File: src/sv/sha1_pkg.sv
// Shared types and constants for the SHA-1 message hash engine.
package sha1_pkg;

    localparam int unsigned QueueDepth = 4;

    localparam logic [31:0] H0 = 32'h67452301;
    localparam logic [31:0] H1 = 32'hEFCDAB89;
    localparam logic [31:0] H2 = 32'h98BADCFE;
    localparam logic [31:0] H3 = 32'h10325476;
    localparam logic [31:0] H4 = 32'hC3D2E1F0;
    localparam logic [31:0] K0 = 32'h5A827999;
    localparam logic [31:0] K1 = 32'h6ED9EBA1;
    localparam logic [31:0] K2 = 32'h8F1BBCDC;
    localparam logic [31:0] K3 = 32'hCA62C1D6;
    localparam logic [7:0]  PadByte = 8'h80;

    // One classified beat from the front end.
    typedef struct packed {
        logic [7:0] data;
        logic       present;
        logic       last;
    } t_item;

endpackage

File: src/sv/sha1_front.sv
// Input queue: accepts beats, drops empty ones, hands them to the core.
module sha1_front #(
    parameter int unsigned DEPTH = sha1_pkg::QueueDepth
) (
    input  logic            i_clk,
    input  logic            i_rst_n,
    input  logic            i_push,
    output logic            o_full,
    input  sha1_pkg::t_item i_item,
    output logic            o_valid,
    output sha1_pkg::t_item o_item,
    input  logic            i_take
);
    import sha1_pkg::*;

    localparam int unsigned AW = (DEPTH > 1) ? $clog2(DEPTH) : 1;

    t_item          r_mem [DEPTH];
    logic [AW-1:0]  r_wp, r_rp;
    logic [AW:0]    r_cnt;
    logic           w_wr, w_rd;

    assign o_full  = (r_cnt == (AW+1)'(DEPTH));
    assign o_valid = (r_cnt != '0);
    assign o_item  = r_mem[r_rp];
    // Keep only beats that carry a byte or end a message.
    assign w_wr = i_push && !o_full && (i_item.present || i_item.last);
    assign w_rd = o_valid && i_take;

    always_ff @(posedge i_clk) begin
        if (w_wr) begin
            r_mem[r_wp] <= i_item;
        end
    end

    // Advance pointers and occupancy.
    always_ff @(posedge i_clk) begin
        if (!i_rst_n) begin
            r_wp  <= '0;
            r_rp  <= '0;
            r_cnt <= '0;
        end else begin
            if (w_wr) r_wp <= (r_wp == AW'(DEPTH-1)) ? '0 : r_wp + 1'b1;
            if (w_rd) r_rp <= (r_rp == AW'(DEPTH-1)) ? '0 : r_rp + 1'b1;
            r_cnt <= r_cnt + (AW+1)'(w_wr) - (AW+1)'(w_rd);
        end
    end

endmodule

File: src/sv/sha1_core.sv
// Back end: block buffer, padding, 80-round compression and digest output.
module sha1_core (
    input  logic            i_clk,
    input  logic            i_rst_n,
    input  logic            i_valid,
    input  sha1_pkg::t_item i_item,
    output logic            o_take,
    output logic            o_empty,
    input  logic            i_pop,
    output logic [31:0]     o_digest_word,
    output logic [2:0]      o_word_number,
    output logic            o_final_word
);
    import sha1_pkg::*;

    typedef enum logic [5:0] {
        S_IDLE = 6'b000001,
        S_PAD  = 6'b000010,
        S_LEN  = 6'b000100,
        S_RND  = 6'b001000,
        S_ADD  = 6'b010000,
        S_OUT  = 6'b100000
    } t_state;

    t_state        r_st, n_st;
    logic [31:0]   r_w [16];
    logic [5:0]    r_fill;
    logic [63:0]   r_bits;
    logic [31:0]   r_h [5];
    logic [31:0]   r_a, r_b, r_c, r_d, r_e;
    logic [6:0]    r_t;
    logic          r_fin;     // message ended; 0x80 still to be written
    logic          r_pad;     // 0x80 written; zero padding and length still owed
    logic          r_dig;     // this compression finishes the digest
    logic [2:0]    r_oidx;
    logic [2:0]    r_lidx;

    logic [7:0]    w_byte;
    logic          w_put;
    logic [31:0]   w_f, w_k, w_tmp, w_wnew;

    // Byte to write into the buffer this cycle.
    always_comb begin
        w_put  = 1'b0;
        w_byte = 8'h00;
        o_take = 1'b0;
        case (r_st)
            S_IDLE: begin
                o_take = i_valid && !r_fin;
                if (i_valid && i_item.present && !r_fin) begin
                    w_put = 1'b1; w_byte = i_item.data;
                end else if (r_fin) begin
                    w_put = 1'b1; w_byte = PadByte;
                end
            end
            S_PAD: begin
                w_put = 1'b1; w_byte = 8'h00;
            end
            S_LEN: begin
                w_put = 1'b1;
                w_byte = r_bits[8*(7-r_lidx) +: 8];
            end
            default: ;
        endcase
    end

    // Round function.
    always_comb begin
        if (r_t < 7'd20) begin
            w_f = (r_b & r_c) | (~r_b & r_d); w_k = K0;
        end else if (r_t < 7'd40) begin
            w_f = r_b ^ r_c ^ r_d; w_k = K1;
        end else if (r_t < 7'd60) begin
            w_f = (r_b & r_c) | (r_b & r_d) | (r_c & r_d); w_k = K2;
        end else begin
            w_f = r_b ^ r_c ^ r_d; w_k = K3;
        end
        w_tmp  = {r_a[26:0], r_a[31:27]} + w_f + r_e + w_k + r_w[0];
        w_wnew = r_w[13] ^ r_w[8] ^ r_w[2] ^ r_w[0];
        w_wnew = {w_wnew[30:0], w_wnew[31]};
    end

    always_comb begin
        n_st = r_st;
        case (r_st)
            S_IDLE: if (w_put && r_fill == 6'd63) n_st = S_RND;
                    else if (r_fin) n_st = (r_fill == 6'd55) ? S_LEN : S_PAD;
                    else if (o_take && i_item.last) n_st = S_IDLE;
            S_PAD:  if (r_fill == 6'd63) n_st = S_RND;
                    else if (r_fill == 6'd55) n_st = S_LEN;
            S_LEN:  if (r_lidx == 3'd7) n_st = S_RND;
            S_RND:  if (r_t == 7'd79) n_st = S_ADD;
            S_ADD:  n_st = r_dig ? S_OUT : (r_pad ? S_PAD : S_IDLE);
            S_OUT:  if (i_pop && r_oidx == 3'd4) n_st = S_IDLE;
            default: n_st = S_IDLE;
        endcase
    end

    // Buffer: shift words as rounds consume the schedule; load bytes in place.
    always_ff @(posedge i_clk) begin
        if (r_st == S_RND) begin
            for (int i = 0; i < 15; i++) r_w[i] <= r_w[i+1];
            r_w[15] <= w_wnew;
        end else if (w_put) begin
            r_w[r_fill[5:2]][8*(3-r_fill[1:0]) +: 8] <= w_byte;
        end
    end

    always_ff @(posedge i_clk) begin
        if (!i_rst_n) begin
            r_st   <= S_IDLE;
            r_fill <= '0;
            r_bits <= '0;
            r_h    <= '{H0, H1, H2, H3, H4};
            r_t    <= '0;
            r_fin  <= 1'b0;
            r_pad  <= 1'b0;
            r_dig  <= 1'b0;
            r_oidx <= '0;
            r_lidx <= '0;
        end else begin
            r_st <= n_st;
            if (w_put) r_fill <= r_fill + 6'd1;
            if (r_st == S_IDLE && o_take && i_item.present)
                r_bits <= r_bits + 64'd8;
            // A taken end of message sets r_fin; 0x80 is then written in IDLE, after any full block is compressed.
            if (r_st == S_IDLE && o_take && i_item.last) r_fin <= 1'b1;
            // Writing 0x80 clears r_fin and marks zero padding and length as still owed.
            if (r_st == S_IDLE && r_fin) begin
                r_fin <= 1'b0;
                r_pad <= 1'b1;
            end
            if (r_st == S_LEN) begin
                r_pad  <= 1'b0;
                r_lidx <= r_lidx + 3'd1;
                if (r_lidx == 3'd7) r_dig <= 1'b1;
            end
            if (n_st == S_RND && r_st != S_RND) begin
                r_a <= r_h[0]; r_b <= r_h[1]; r_c <= r_h[2];
                r_d <= r_h[3]; r_e <= r_h[4];
                r_t <= '0;
            end
            if (r_st == S_RND) begin
                r_e <= r_d; r_d <= r_c; r_c <= {r_b[1:0], r_b[31:2]};
                r_b <= r_a; r_a <= w_tmp;
                r_t <= r_t + 7'd1;
            end
            if (r_st == S_ADD) begin
                r_h[0] <= r_h[0] + r_a; r_h[1] <= r_h[1] + r_b;
                r_h[2] <= r_h[2] + r_c; r_h[3] <= r_h[3] + r_d;
                r_h[4] <= r_h[4] + r_e;
                r_oidx <= '0;
            end
            if (r_st == S_OUT && i_pop) begin
                r_oidx <= r_oidx + 3'd1;
                if (r_oidx == 3'd4) begin
                    r_h    <= '{H0, H1, H2, H3, H4};
                    r_bits <= '0;
                    r_fill <= '0;
                    r_dig  <= 1'b0;
                    r_lidx <= '0;
                end
            end
        end
    end

    assign o_empty       = (r_st != S_OUT);
    assign o_digest_word = r_h[r_oidx];
    assign o_word_number = r_oidx;
    assign o_final_word  = (r_oidx == 3'd4);

endmodule

File: src/sv/sha1_message_hash.sv
// Top level of the SHA-1 message hash engine.
//   channel | direction | handshake     | beat
//   input   | in        | push / full   | data_byte, byte_present, end_of_message
//   digest  | out       | empty / pop   | digest_word, word_number, final_word
// The core takes a byte beat straight into its block buffer; each full 64-byte block then
// stalls intake for the one-round-per-cycle compression loop and the final add. Padding
// writes one byte per cycle, pausing while a full block is compressed.
// Reset clears the queue, counts and chaining words; the buffer is not cleared.
// The input queue keeps taking beats until full while the core compresses or waits on pop.
module sha1_message_hash #(
    parameter int unsigned QUEUE_DEPTH = sha1_pkg::QueueDepth
) (
    input  logic        i_clk,
    input  logic        i_rst_n,
    input  logic        push,
    output logic        full,
    input  logic [7:0]  i_data_byte,
    input  logic        i_byte_present,
    input  logic        i_end_of_message,
    output logic        empty,
    input  logic        pop,
    output logic [31:0] o_digest_word,
    output logic [2:0]  o_word_number,
    output logic        o_final_word
);
    import sha1_pkg::*;

    t_item w_in, w_q;
    logic  w_valid, w_take;

    assign w_in = '{data: i_data_byte, present: i_byte_present, last: i_end_of_message};

    sha1_front #(.DEPTH(QUEUE_DEPTH)) u_front (
        .i_clk, .i_rst_n, .i_push(push), .o_full(full), .i_item(w_in),
        .o_valid(w_valid), .o_item(w_q), .i_take(w_take)
    );

    sha1_core u_core (
        .i_clk, .i_rst_n, .i_valid(w_valid), .i_item(w_q), .o_take(w_take),
        .o_empty(empty), .i_pop(pop), .o_digest_word, .o_word_number, .o_final_word
    );

endmodule
File: config.mk
export PLATFORM = sky130hd
export DESIGN_NAME = sha1_message_hash
export DESIGN_NICKNAME = d
export VERILOG_FILES = /design/src/sv/sha1_pkg.sv /design/src/sv/sha1_front.sv /design/src/sv/sha1_core.sv /design/src/sv/sha1_message_hash.sv
export SDC_FILE = /design/constraint.sdc
export NUM_CORES = 2
export LEC_CHECK = 0
export ABC_AREA = 1
export BUFFER_PORTS_ARGS = -buffer_cell sky130_fd_sc_hd__clkbuf_2
export CAP_MARGIN = 20
export CORE_AREA = 3 3 306 338
export CTS_BUF_LIST = sky130_fd_sc_hd__clkbuf_16
export DETAILED_ROUTE_END_ITERATION = 8
export DIE_AREA = 0 0 309 341
export GPL_TIMING_DRIVEN = 1
export HOLD_SLACK_MARGIN = 0.1
export MAX_ROUTING_LAYER = met4
export PLACE_DENSITY = 0.76
export SYNTH_ARGS = -nofsm -noshare
export SYNTH_HDL_FRONTEND = slang
export SYNTH_HIERARCHICAL = 1
export SYNTH_SLANG_ARGS = --single-unit
File: constraint.sdc
create_clock -name i_clk -period 11.6 [get_ports i_clk]
set_input_delay 1.74 -clock i_clk [delete_from_list [all_inputs] [get_ports i_clk]]
set_output_delay 1.74 -clock i_clk [all_outputs]
set_load 0.02 [all_outputs]
==> reports/qor.yml <==
yosysUniqueCellTypes: 59
syn_area_mm2: 0.0600
cp_slowest_cell: "clkinv_1"
cp_common_cell: "nand2_1"
ctsHtreeMaxLevel: 3
hold_path.class: "reg -> reg"
rsz0062_at_grt: "false"
crit_chain: "inv_2 > nand2_1 > nand3_2 > nand2_2 > clkinv_1 > a221oi_1 > fa_1 > fa_1 > fa_1 > inv_1 > ha_1 > inv_1 > fa_1 > o31ai_1 > nand2_1 > nand3_1 > nand3_1 > nand2_1 > nand2_1 > nand3_1 > nand2_1"
synth_edf_count: 712
dieArea_mm2: 0.105
synthDominantCellAreaShare_pct: 35.7
wl_met1_um: 78500
outcome: "finished clean"
grt_max_degree: 165
end_kind: "register"
cts.clk_slew.worst_paths_ns: 0.06
cp-startpoint: "u_core/r_t[6]$_SDFFE_PN0N_"
die_h_um: 341
setup_viol: 0
met2_length_um: 93000
nNetsFinal: 7739
power_per_cell_area_mw_per_mm2: 130
grt_usage_pct: 40.3
synthCells: 7465
max-clock-path-buffers: 3
grt_pass1_wl_um: 309000
num_vias: 53400
critPathTopFamily: "simple AND/OR/NAND/NOR gates"
hold_buffers: 0
synth_commonest_cells: "nand2_1 (1,984), inv_1 (865), o21ai_0 (768)"
avgRoutedWirePerCell_um: 23.8
routabilityCongestion: 1.09
worstSetupPathType: "reg -> reg"
floorplan.initialDensity_pct: 59.7
leakagePower_nw: 27.4
placedInstanceArea_mm2: 0.0609
postCtsSetupBuffers: 0
cts_tree: "done"
synth.ff_latch_count: 970
area_growth_pct: 7.38
drc: 0
grt_pass1_vias: 50200
ys_warn_count: 6
r2r_start: "u_core/r_t[6]$_SDFFE_PN0N_"
postRouteAntennaNets: 0
crit_buf_inv: 4
slew-limit-headroom_pct: 19.6
antenna_found_initial: 1
dr_wl_met3_um: 21600
required_ns: 12.06
setup_ws_ns: 4.15
finalInstanceArea_mm2: 0.0644
hp-start: "u_core/r_h[31]$_SDFF_PN1_"
cts.sinks: 970
crit_path_max_fanout: 18
pin_count: 52
port-buffer-count: 51
viasPerCell: 6.09
async_flop_share_pct: 0
slowest_delay_ns: 0.75
placementRows: 122
syn_nets: 7816
hold_viol: 0
fillerInstances: 8633
dp_hpwl_um: 156000
peakVddDrop_mv: 0.148
clk_latency_ns: 0.73
fin_cells: 8779
finClkSkew_ns: 0.0735
finalSetupTns_ns: 0
post_cts_resized: 0
core_mm2: 0.100
yosysMostFrequentCell: "nand2_1"
cp_data_arrival_time_ns: 7.91
min_period_over_period_pct: 64.2
drt_wl_total_um: 209000
finalWorstPathRequiredPeriod_ns: 7.45
clock.fmax_mhz: 134
ys_top_cells_by_area: "edfxtp_1 (36%), nand2_1 (12%), dfxtp_1 (8.6%)"
grt_overflow: 0
dp.cells: 8584
drv_slew: 0
numCtsBuffers: 102
cts_root_buf: "clkbuf_16"
fp.dieW_um: 309
syn_area_per_cell_um2: 8.03
drtPass1Iterations: 6
drt-initial-drc-count: 6327
maxCapViolCount: 0
post-place-ws_ns: 4.27
synth_ff_type: "edfxtp_1"
drive_gt1_share_pct: 4.70
ys_seq_area_share_pct: 44.3
top_layer_used: "met4"
worst_pin_slew_ns: 1.20
synth_top_area_cell: "edfxtp_1"
cp-start-kind: "register"
[worst paths after layout]
kind | slack (ns) | endpoint | cells past startpoint
hold reg to reg | 0.49 | u_core/r_h[31]$_SDFF_PN1_ | 2
setup / recovery | 4.15 | u_core/r_a[29]$_DFFE_PP_ | 21
hold / removal | 0.49 | u_core/r_h[31]$_SDFF_PN1_ | 2
setup reg to reg | 4.15 | u_core/r_a[29]$_DFFE_PP_ | 21
[where the power goes]
| part | internal [mW] | switching [mW] |
|---|---|---|
| registers | 3.77 | 0.0891 |
| clock network | 1.96 | 1.45 |
| logic | 0.313 | 0.792 |
[stage by stage]
step / hold slack (ns) / utilization, % / power (mW)
5_1_grt: 0.515 / 64.1 / 8.64
3_5_place_dp: 0.474 / 60.6 / 5.00
6_report: 0.487 / 64.1 / 8.37
4_1_cts: 0.487 / 64.1 / 8.37
2_1_floorplan: 0.450 / - / 4.67
3_3_place_gp: 0.460 / 60.6 / 4.98
[state kept, by name (all words and copies together) (netlist names), named ones only]
name and flops:
u_core/r_w 512, u_core/r_h 160, u_core/r_bits 61, u_front/r_mem 40, u_core/r_a 32, u_core/r_b 32, u_core/r_c 32, u_core/r_d 32
u_core/r_e 32, u_core/r_t 7, u_core/r_fill 6, u_core/r_st 6, u_core/o_word_number 3, u_core/r_lidx 3, u_front/r_cnt 3, u_front/r_rp 2
u_front/r_wp 2, u_core/r_dig 1, u_core/r_fin 1, u_core/r_pad 1
[cell usage in the layout, fill, tap and decap left out, types with 23 or more instances in the layout]
cell and instances:
clkbuf_16 103, nand2_4 23, o22ai_1 28, nand4_1 83, fa_1 126, xor2_1 92
clkinv_1 24, xnor2_1 104, edfxtp_1 712, clkbuf_2 51, buf_4 29, nor2_1 597
nand3_1 357, o21bai_1 29, nand2_1 1984, inv_1 885, a211oi_1 33, nor3_1 72
o21ai_1 161, a21oi_1 451, ha_1 211, o21ai_0 768, dfxtp_1 257, o211ai_1 28
[per-layer routing]
| layer | track usage, % | vias up |
|---|---|---|
| li1 | - | 24700 |
| met1 | 50.2 | 25200 |
| met2 | 61.1 | 2911 |
| met3 | 7.58 | 644 |
| met4 | 24.6 | 0 |
| met5 | - | - |
[cell families (layout without fill, tap and decap cells)]
kind of cell,Yosys count,after routing,share of synthesized area [%]
flops,970,970,44.3
other cells,0,1,0
xor+xnor,196,196,2.86
compound gates,1581,1581,14.0
fa+ha+maj,337,337,8.61
buf+inv,1147,1158,7.64
simple gates,3234,3234,22.6
[final cells by class]
type / instances / area, um2 / share of cell area, %
Clock inverter: 89 / 902 / 1.40
Tap cell: 1302 / 1630 / 2.53
Inverter: 883 / 3330 / 5.18
Antenna cell: 1 / 2.50 / 0.00389
Sequential cell: 970 / 26500 / 41.2
Timing Repair Buffer: 83 / 528 / 0.820
Clock buffer: 103 / 2580 / 4.00
Multi-Input combinational cell: 5348 / 28900 / 44.8
[worst register-to-register path: cells and delay by family (launching register included)]
family / cells / cell delay, ns
AOI/OAI and AO/OA: 2 / 1.14
DFF: 1 / 0.44
buffers and inverters: 4 / 0.98
and+or+nand+nor: 10 / 2.51
adders and majority gates: 5 / 2.12
Power figures use the tool's default switching activity.
